[src/hw/rtl/periodic_timer_slots_assert.svh]
// Assertion macros for the RTL of the timer slot block (used by periodic_timer_slots.sv).
`ifndef PERIODIC_TIMER_SLOTS_ASSERT_SVH
`define PERIODIC_TIMER_SLOTS_ASSERT_SVH

`ifndef SYNTHESIS

`define PTS_ASSERT(lbl, clk, rst_n, prop) \
  lbl: assert property (@(posedge clk) disable iff (!rst_n) prop) \
    else $error("periodic_timer_slots: assertion failed");

`define PTS_ASSERT_ALWAYS(lbl, clk, prop) \
  lbl: assert property (@(posedge clk) prop) \
    else $error("periodic_timer_slots: assertion failed");

`else

`define PTS_ASSERT(lbl, clk, rst_n, prop)

`define PTS_ASSERT_ALWAYS(lbl, clk, prop)

`endif

`endif

[src/hw/rtl/pts_pkg.sv]
`timescale 1ns / 1ps
`default_nettype none

package pts_pkg;

  localparam int SLOTS     = 8;
  localparam int IDX_W     = (SLOTS > 1) ? $clog2(SLOTS) : 1;
  localparam int RES_CAP   = 8;
  localparam int N_W       = $clog2(RES_CAP + 1);
  localparam int CNT_W     = 32;
  localparam int TAG_W     = 8;
  localparam int OIDX_W    = 3;
  localparam int IN_DATA_W = 72;
  localparam int OUT_DATA_W = 48;

  typedef enum logic [1:0] {
    FUNC_TICK  = 2'd0,
    FUNC_REG   = 2'd1,
    FUNC_READ  = 2'd2,
    FUNC_CHECK = 2'd3
  } func_t;

  typedef enum logic [1:0] {
    ST_IDLE,
    ST_SCAN,
    ST_DONE
  } state_t;

  typedef struct packed {
    logic [TAG_W-1:0] tag;
    logic [CNT_W-1:0] start;
    logic [CNT_W-1:0] period;
  } slot_t;

  function automatic logic [OIDX_W-1:0] idx_to_out(input logic [IDX_W-1:0] idx);
    logic [IDX_W+OIDX_W-1:0] wide;
    wide = {{OIDX_W{1'b0}}, idx};
    return wide[OIDX_W-1:0];
  endfunction

endpackage

`default_nettype wire

[src/hw/rtl/pts_cell.sv]
`timescale 1ns / 1ps
`default_nettype none

module pts_cell (
  input  wire logic          clk,
  input  wire logic          rst_n,
  input  wire logic          shift_en,
  input  wire pts_pkg::slot_t slot_in,
  output pts_pkg::slot_t     slot_out
);

  logic [pts_pkg::TAG_W-1:0] tag_r;
  logic [pts_pkg::CNT_W-1:0] start_r;
  logic [pts_pkg::CNT_W-1:0] period_r;

  always_ff @(posedge clk) begin
    if (!rst_n) begin
      tag_r <= '0;
    end else if (shift_en) begin
      tag_r <= slot_in.tag;
    end
  end

  always_ff @(posedge clk) begin
    if (shift_en) begin
      start_r  <= slot_in.start;
      period_r <= slot_in.period;
    end
  end

  assign slot_out = {tag_r, start_r, period_r};

endmodule

`default_nettype wire

[src/hw/rtl/periodic_timer_slots.sv]
`timescale 1ns / 1ps
`default_nettype none

// Channel | Direction | Handshake          | Payload
// in_     | slave     | in_tvalid/tready   | tdata: tag, duration, stamp; tuser: func
// out_    | master    | out_tvalid/tready  | tdata: tag, index, full, elapsed, count
//
// A tick or a register beat rotates the slot ring once through all SLOTS cells,
// then loads the final beat; the next beat is accepted only after that load.
// A read or a check beat skips the ring and goes straight to the final beat.
// Synchronous active-low reset frees all slots and clears the counter.
// A second fired slot that meets a full output register halts the ring rotation.

`include "periodic_timer_slots_assert.svh"

module periodic_timer_slots (
  input  wire logic                             clk,
  input  wire logic                             rst_n,
  input  wire logic                             in_tvalid,
  output logic                                  in_tready,
  // [7:0] tag, [39:8] duration, [71:40] stamp
  input  wire logic [pts_pkg::IN_DATA_W-1:0]    in_tdata,
  // [1:0] func
  input  wire logic [1:0]                       in_tuser,
  output logic                                  out_tvalid,
  input  wire logic                             out_tready,
  // [7:0] fired_tag, [10:8] slot_index, [11] full_res, [12] elapsed,
  // [44:13] count_now, [47:45] zero
  output logic [pts_pkg::OUT_DATA_W-1:0]        out_tdata,
  // [0] fired_valid
  output logic                                  out_tuser,
  output logic                                  out_tlast
);

  pts_pkg::state_t state_r, state_nxt;
  pts_pkg::func_t  op_r;

  logic [pts_pkg::TAG_W-1:0]  tag_r;
  logic [pts_pkg::CNT_W-1:0]  dur_r;
  logic                       elapsed_r;
  logic [pts_pkg::CNT_W-1:0]  cnt_r;
  logic [pts_pkg::IDX_W-1:0]  idx_r;
  logic [pts_pkg::N_W-1:0]    n_r;
  logic                       found_r;
  logic [pts_pkg::OIDX_W-1:0] found_idx_r;
  logic                       pend_valid_r;
  logic [pts_pkg::TAG_W-1:0]  pend_tag_r;
  logic [pts_pkg::OIDX_W-1:0] pend_idx_r;

  logic                       out_valid_r;
  logic                       out_fv_r;
  logic [pts_pkg::TAG_W-1:0]  out_tag_r;
  logic [pts_pkg::OIDX_W-1:0] out_idx_r;
  logic                       out_full_r;
  logic                       out_el_r;
  logic [pts_pkg::CNT_W-1:0]  out_cnt_r;
  logic                       out_last_r;

  logic [pts_pkg::TAG_W-1:0]  in_tag;
  logic [pts_pkg::CNT_W-1:0]  in_dur;
  logic [pts_pkg::CNT_W-1:0]  in_stamp;
  logic                       in_fire;
  logic                       out_free;
  logic                       is_tick;
  logic                       fire_hit;
  logic                       report;
  logic                       take;
  logic                       step;
  logic                       scan_end;
  logic                       push_pend;
  logic                       done_load;
  pts_pkg::slot_t             head;
  pts_pkg::slot_t             fb;
  pts_pkg::slot_t             chain [pts_pkg::SLOTS];

  assign in_tag   = in_tdata[7:0];
  assign in_dur   = in_tdata[39:8];
  assign in_stamp = in_tdata[71:40];

  // Slot ring: cell 0 is evaluated, each cell takes its upper neighbor, the top cell takes the feedback.
  for (genvar i = 0; i < pts_pkg::SLOTS; i++) begin : g_cell
    pts_pkg::slot_t cell_in;
    if (i == pts_pkg::SLOTS - 1) begin : g_tail
      assign cell_in = fb;
    end else begin : g_mid
      assign cell_in = chain[i+1];
    end
    pts_cell u_cell (
      .clk      (clk),
      .rst_n    (rst_n),
      .shift_en (step),
      .slot_in  (cell_in),
      .slot_out (chain[i])
    );
  end

  assign head     = chain[0];
  assign out_free = !out_valid_r || out_tready;
  assign is_tick  = (op_r == pts_pkg::FUNC_TICK);
  assign fire_hit = (head.tag != '0) && ((cnt_r - head.start) > head.period);
  assign report   = is_tick && fire_hit && (n_r < pts_pkg::N_W'(pts_pkg::RES_CAP));
  assign take     = (op_r == pts_pkg::FUNC_REG) && (head.tag == '0) && !found_r;
  assign scan_end = (idx_r == pts_pkg::IDX_W'(pts_pkg::SLOTS - 1));
  assign in_fire  = in_tvalid && in_tready;

  always_comb begin
    fb = head;
    if (is_tick && fire_hit) begin
      fb.start = cnt_r;
    end
    if (take) begin
      fb.tag    = tag_r;
      fb.start  = cnt_r;
      fb.period = dur_r;
    end
  end

  always_comb begin
    state_nxt = state_r;
    case (state_r)
      pts_pkg::ST_IDLE: begin
        if (in_fire) begin
          if ((in_tuser == pts_pkg::FUNC_TICK) || (in_tuser == pts_pkg::FUNC_REG)) begin
            state_nxt = pts_pkg::ST_SCAN;
          end else begin
            state_nxt = pts_pkg::ST_DONE;
          end
        end
      end
      pts_pkg::ST_SCAN: begin
        if (step && scan_end) begin
          state_nxt = pts_pkg::ST_DONE;
        end
      end
      pts_pkg::ST_DONE: begin
        if (out_free) begin
          state_nxt = pts_pkg::ST_IDLE;
        end
      end
      default: state_nxt = pts_pkg::ST_IDLE;
    endcase
  end

  always_comb begin
    in_tready = 1'b0;
    step      = 1'b0;
    done_load = 1'b0;
    case (state_r)
      pts_pkg::ST_IDLE: in_tready = 1'b1;
      pts_pkg::ST_SCAN: step = !(report && pend_valid_r && !out_free);
      pts_pkg::ST_DONE: done_load = out_free;
      default: begin
        in_tready = 1'b0;
      end
    endcase
  end

  assign push_pend = step && report && pend_valid_r;

  always_ff @(posedge clk) begin
    if (!rst_n) begin
      state_r      <= pts_pkg::ST_IDLE;
      cnt_r        <= '0;
      pend_valid_r <= 1'b0;
      out_valid_r  <= 1'b0;
    end else begin
      state_r <= state_nxt;
      if (in_fire && (in_tuser == pts_pkg::FUNC_TICK)) begin
        cnt_r <= cnt_r + 1'b1;
      end
      if (in_fire) begin
        pend_valid_r <= 1'b0;
      end else if (step && report) begin
        pend_valid_r <= 1'b1;
      end
      if (done_load || push_pend) begin
        out_valid_r <= 1'b1;
      end else if (out_tready) begin
        out_valid_r <= 1'b0;
      end
    end
  end

  always_ff @(posedge clk) begin
    if (in_fire) begin
      op_r      <= pts_pkg::func_t'(in_tuser);
      tag_r     <= in_tag;
      dur_r     <= in_dur;
      elapsed_r <= (cnt_r - in_stamp) > in_dur;
      idx_r     <= '0;
      n_r       <= '0;
      found_r   <= 1'b0;
    end else if (step) begin
      idx_r <= idx_r + 1'b1;
      if (report) begin
        n_r        <= n_r + 1'b1;
        pend_tag_r <= head.tag;
        pend_idx_r <= pts_pkg::idx_to_out(idx_r);
      end
      if (take) begin
        found_r     <= 1'b1;
        found_idx_r <= pts_pkg::idx_to_out(idx_r);
      end
    end
  end

  always_ff @(posedge clk) begin
    if (push_pend) begin
      out_fv_r   <= 1'b1;
      out_tag_r  <= pend_tag_r;
      out_idx_r  <= pend_idx_r;
      out_full_r <= 1'b0;
      out_el_r   <= 1'b0;
      out_cnt_r  <= cnt_r;
      out_last_r <= 1'b0;
    end else if (done_load) begin
      out_fv_r   <= 1'b0;
      out_tag_r  <= '0;
      out_idx_r  <= '0;
      out_full_r <= 1'b0;
      out_el_r   <= 1'b0;
      out_cnt_r  <= cnt_r;
      out_last_r <= 1'b1;
      case (op_r)
        pts_pkg::FUNC_TICK: begin
          if (pend_valid_r) begin
            out_fv_r  <= 1'b1;
            out_tag_r <= pend_tag_r;
            out_idx_r <= pend_idx_r;
          end
        end
        pts_pkg::FUNC_REG: begin
          out_full_r <= !found_r;
          if (found_r) begin
            out_idx_r <= found_idx_r;
          end
        end
        pts_pkg::FUNC_CHECK: out_el_r <= elapsed_r;
        default: out_el_r <= 1'b0;
      endcase
    end
  end

  assign out_tvalid = out_valid_r;
  assign out_tdata  = {3'b000, out_cnt_r, out_el_r, out_full_r, out_idx_r, out_tag_r};
  assign out_tuser  = out_fv_r;
  assign out_tlast  = out_last_r;

  `PTS_ASSERT(a_cnt_held_busy, clk, rst_n, (state_r != pts_pkg::ST_IDLE) |=> $stable(cnt_r))
  `PTS_ASSERT(a_pend_only_tick, clk, rst_n, pend_valid_r |-> (op_r == pts_pkg::FUNC_TICK))
  `PTS_ASSERT(a_scan_ends, clk, rst_n, (step && scan_end) |=> (state_r == pts_pkg::ST_DONE))
  `PTS_ASSERT(a_fired_tag_set, clk, rst_n, (out_valid_r && out_fv_r) |-> (out_tag_r != '0))

endmodule

`default_nettype wire
[config.mk]
export PLATFORM = sky130hd
export DESIGN_NAME = periodic_timer_slots
export DESIGN_NICKNAME = d
export VERILOG_FILES = /design/src/hw/rtl/pts_pkg.sv /design/src/hw/rtl/pts_cell.sv /design/src/hw/rtl/periodic_timer_slots.sv
export VERILOG_INCLUDE_DIRS = /design/src /design/src/hw/rtl
export SDC_FILE = /design/constraint.sdc
export NUM_CORES = 1
export LEC_CHECK = 0
export ABC_AREA = 1
export BUFFER_PORTS_ARGS = -buffer_cell sky130_fd_sc_hd__buf_2
export CELL_PAD_IN_SITES_DETAIL_PLACEMENT = 1
export CELL_PAD_IN_SITES_GLOBAL_PLACEMENT = 1
export CORE_ASPECT_RATIO = 0.5
export CORE_MARGIN = 2
export CORE_UTILIZATION = 40
export DETAILED_ROUTE_END_ITERATION = 7
export GPL_TIMING_DRIVEN = 1
export PLACE_DENSITY_LB_ADDON = 0.1
export SLEW_MARGIN = 15
export SYNTH_ARGS = -nofsm -noshare
export SYNTH_HDL_FRONTEND = slang
export SYNTH_SLANG_ARGS = --single-unit
[constraint.sdc]
create_clock -name clk -period 15.6 [get_ports clk]
set_clock_uncertainty 0.05 [all_clocks]
set_input_delay 0.78 -clock clk [delete_from_list [all_inputs] [get_ports clk]]
set_output_delay 0.78 -clock clk [all_outputs]
set_load 0.005 [all_outputs]
==> metrics.md <==
| Metric | Value |
|---|---|
| Share of cells above drive strength 1 | `10.5%` |
| Clock Path Buffers | `3` |
| Part of the power in combinational logic | `9.0%` |
| Most frequent CP cell | `nand2_1` |
| Final count of hold timing violations | `0` |
| Final count of negative-setup-slack endpoints | `0` |
| Fill cell count | `7425` |
| Area occupied by multi-input gates | `7270 um^2` |
| Worst-Skew Late Latency | `640 ps` |
| TritonCTS clock tree | `yes` |
| I/O Buffers | `126` |
| Placed cell count | `3349` |
| Least-Margin Pin Slew | `1050 ps` |
| Largest net degree at the start of global routing | `202` |
| Maxcap violations | `0` |
| Initial Util | `40.7%` |
| H-tree levels | `3` |
| Post-route minimum period | `7010 ps` |
| Setup TNS Final | `0 ps` |
| Netlist cell types | `53` |
| Number of flops mapped to enable cells by yosys | `612` |
| Net Sw Frac | `24.0%` |
| Rows | `69` |
| Post-CTS resize count | `0` |
| Via-to-Cell Ratio | `4.89` |
| IO Count | `130` |
| Register Area | `20600 um^2` |
| Nets | `2670` |
| Final WS setup | `8590 ps` |
| Drc violations | `0` |
| Total Power | `4.42 mW` |
| Dominant cells by area after synthesis | `edfxtp_1 63%, dfxtp_1 7.7%, ha_1 5.6%` |
| R2R setup slack | `8590 ps` |
| Final Max Slew Viols | `0` |
| Max incr delay on CP | `770 ps` |
| Main synth FF type | `edfxtp_1` |
| Area of the mapped netlist | `29100 um^2` |
| Critical Path Source Type | `flip-flop` |
| Post-CTS Setup Repair Bufs | `0` |
| RSZ-0062 raised after global routing | `no` |
| Fraction of registers with async set/reset | `0%` |
| Crit Path Class | `flip-flop to flip-flop` |
| Yosys warnings | `0` |
| Drt first pass iters | `5` |
| Hold depth | `1` |
| Post-route ant nets | `0` |
| CP max FO | `201` |
| Clock Sinks | `724` |
| Register area share after synthesis | `70.9%` |
| First-pass GRT wire length | `103000 um` |
| Die X | `385 um` |
| Req. time, crit path | `15790 ps` |
| Rel. slew slack | `29.9%` |
| Number of global-route vias before repair | `17.2k` |
| Crit. End Element | `flip-flop` |
| Die area | `75000 um^2` |
| Via count | `17.0k` |
| Crit path max-delay family | `simple AND/OR/NAND/NOR gates` |
| Crit path DAT | `7200 ps` |
| Clock-pin slew on the worst setup and hold paths | `60 ps` |
| HP Class | `primary input to flip-flop` |
| Outcome | `completed` |
| GRT Util Overall | `18.4%` |
| Worst r2r dst | `g_cell[7].u_cell.period_r[26]` |
| Area added between synthesis and finish | `13.5%` |
| Post-route insts no fill | `3470` |
| Die height | `195 um` |
| Setup WS pre-CTS | `8600 ps` |
| Global placer's final weighted congestion | `0.861` |
| DR WL/cell | `19.8 um` |
| Reg2reg start | `cnt_r[16]` |
| Pwr Density | `134 nW/um^2` |
| Buf/Inv on CP | `3` |
| Remaining Overflow, GRT | `0` |
| Internal power | `3.36 mW` |
| Area fraction of the dominant cell type after synthesis | `63.2%` |
| Total CTS buffers | `67` |
| Critical-path top delay cell | `buf_12` |
| Hold Startpoint | `in_tdata[0]` |
| Clock power frac | `37.1%` |
| Synth Area per Inst | `12.7 um^2` |
| Mapped Cells | `2294` |
| CTS root buf | `clkbuf_16` |
| CP Cell Sequence | `ha_1, nand2_1, nor4_1, nand4_1, nand3_1, a31oi_1, xor2_1, ha_1, nand2_1, nor2_1, and2_1, nand3_1, o21a_1, nand2_1, nor2_4, nand2_4, nand2_4, inv_8, buf_12, buf_12` |
| Maximum clock frequency | `0.143 GHz` |
| Seq cells post-synth | `724` |
| Part of the cycle the worst path needs | `44.9%` |
| P_sw | `1.06 mW` |
| Worst R2R Path Depth | `20` |
| Post-synth top area cell | `edfxtp_1` |
| Initial antenna violation count | `2` |
| DRT iter0 DRCs | `1180` |
| Hold Crit Endpoint | `tag_r[0]` |
| HPWL after detailed placement | `49700 um` |
| DRT Wirelength | `68600 um` |
| IR drop worst, VDD | `0.0661 mV` |
| Cts hold-fix bufs | `0` |
| Diode count | `0` |
| Leakage power total | `12.6 nW` |
| Core Area | `71500 um^2` |
| Synth top cells by count | `612 x edfxtp_1, 280 x nand2_1, 280 x nor2_1, 257 x inv_1, 157 x a21oi_1` |
| Most common cell in the netlist | `edfxtp_1` |
| Flop pwr share | `53.9%` |
[cell type report]
class,count,share of cell area [%]
clock inverters,38,1.14
multi-input cells,1268,22.0
clock buffers,83,5.48
flip-flops and latches,724,62.4
well taps,958,3.63
inverters,261,3.02
repair buffers,138,2.26
[worst max path at each step]
stage	startpoint	end	slack, ps	cells past startpoint
4_1_cts	cnt_r[16]	g_cell[7].u_cell.period_r[25]	8590	20
3_3_place_gp	cnt_r[14]	g_cell[7].u_cell.period_r[26]	8660	20
6_report	cnt_r[16]	g_cell[7].u_cell.period_r[26]	8590	20
3_5_place_dp	cnt_r[16]	g_cell[7].u_cell.period_r[24]	8600	20
5_1_grt	cnt_r[15]	g_cell[7].u_cell.period_r[29]	8050	21
2_1_floorplan	cnt_r[2]	g_cell[0].u_cell.period_r[0]	6020	25
[state kept, by name, indices dropped and copies added, names as in the netlist, 4 cells and up]
signal / flops
g_cell.u_cell.tag_r: 64
out_cnt_r: 32
pend_tag_r: 8
cnt_r: 32
out_tag_r: 8
n_r: 4
tag_r: 8
g_cell.u_cell.period_r: 256
g_cell.u_cell.start_r: 256
dur_r: 32
[per-layer routing]
layer | wire length [um] | up-vias | global-route usage [%]
li1 | - | 8330 | -
met1 | 36000 | 8333 | 28.4
met2 | 29400 | 220 | 26.7
met3 | 1990 | 79 | 3.08
met4 | 1230 | 0 | 4.94
met5 | 0 | - | 0
[cells by family after synthesis]
family                     Yosys count  share of synthesized area (%)
DFF                                724                           70.9
and+or+nand+nor                    699                           10.3
AOI/OAI and AO/OA                  360                           6.69
buffers and inverters              304                           4.20
adders and majority gates          132                           5.73
xor gates and xnor gates            72                           2.17
muxes                                2                         0.0774
other                                1                         0.0129
[power by group through the flow]
stage / Clock [mW] / Combinational [mW] / Sequential (mW)
2_1_floorplan: 0 / 0.261 / 2.44
3_3_place_gp: 0 / 0.399 / 2.42
3_5_place_dp: 0 / 0.405 / 2.43
4_1_cts: 1.69 / 0.406 / 2.39
5_1_grt: 1.76 / 0.452 / 2.40
6_report: 1.64 / 0.399 / 2.38
[cell usage in the layout, fill, tap and decap left out, types with 4 or more instances in the layout]
cell type / n
clkinv_2: 13
a21oi_1: 157
buf_2: 126
bufinv_16: 6
a31oi_1: 10
o211ai_1: 10
dfxtp_1: 112
clkinv_1: 11
nor2_4: 4
nand4_1: 23
inv_1: 257
o21a_1: 8
nor2_1: 280
ha_1: 130
edfxtp_1: 612
nand2_1: 277
a21o_1: 5
clkbuf_16: 70
nor3_1: 37
o21bai_1: 5
o21ai_0: 137
nor4_1: 7
o21ai_1: 10
nand3_1: 48
a21boi_0: 4
xnor2_1: 23
buf_4: 10
xor2_1: 49
clkbuf_1: 12
[through the flow]
stage / util, % / hold WS, ps / area [um^2]
final: 46.2 / 263 / 33000
after global routing: 46.2 / 231 / 33000
after CTS: 46.2 / 213 / 33000
after detailed placement: 43.1 / 355 / 30800
after global placement: 43.1 / 350 / 30800
after floorplan: - / 350 / 29100
Power figures use the tool's default switching activity.
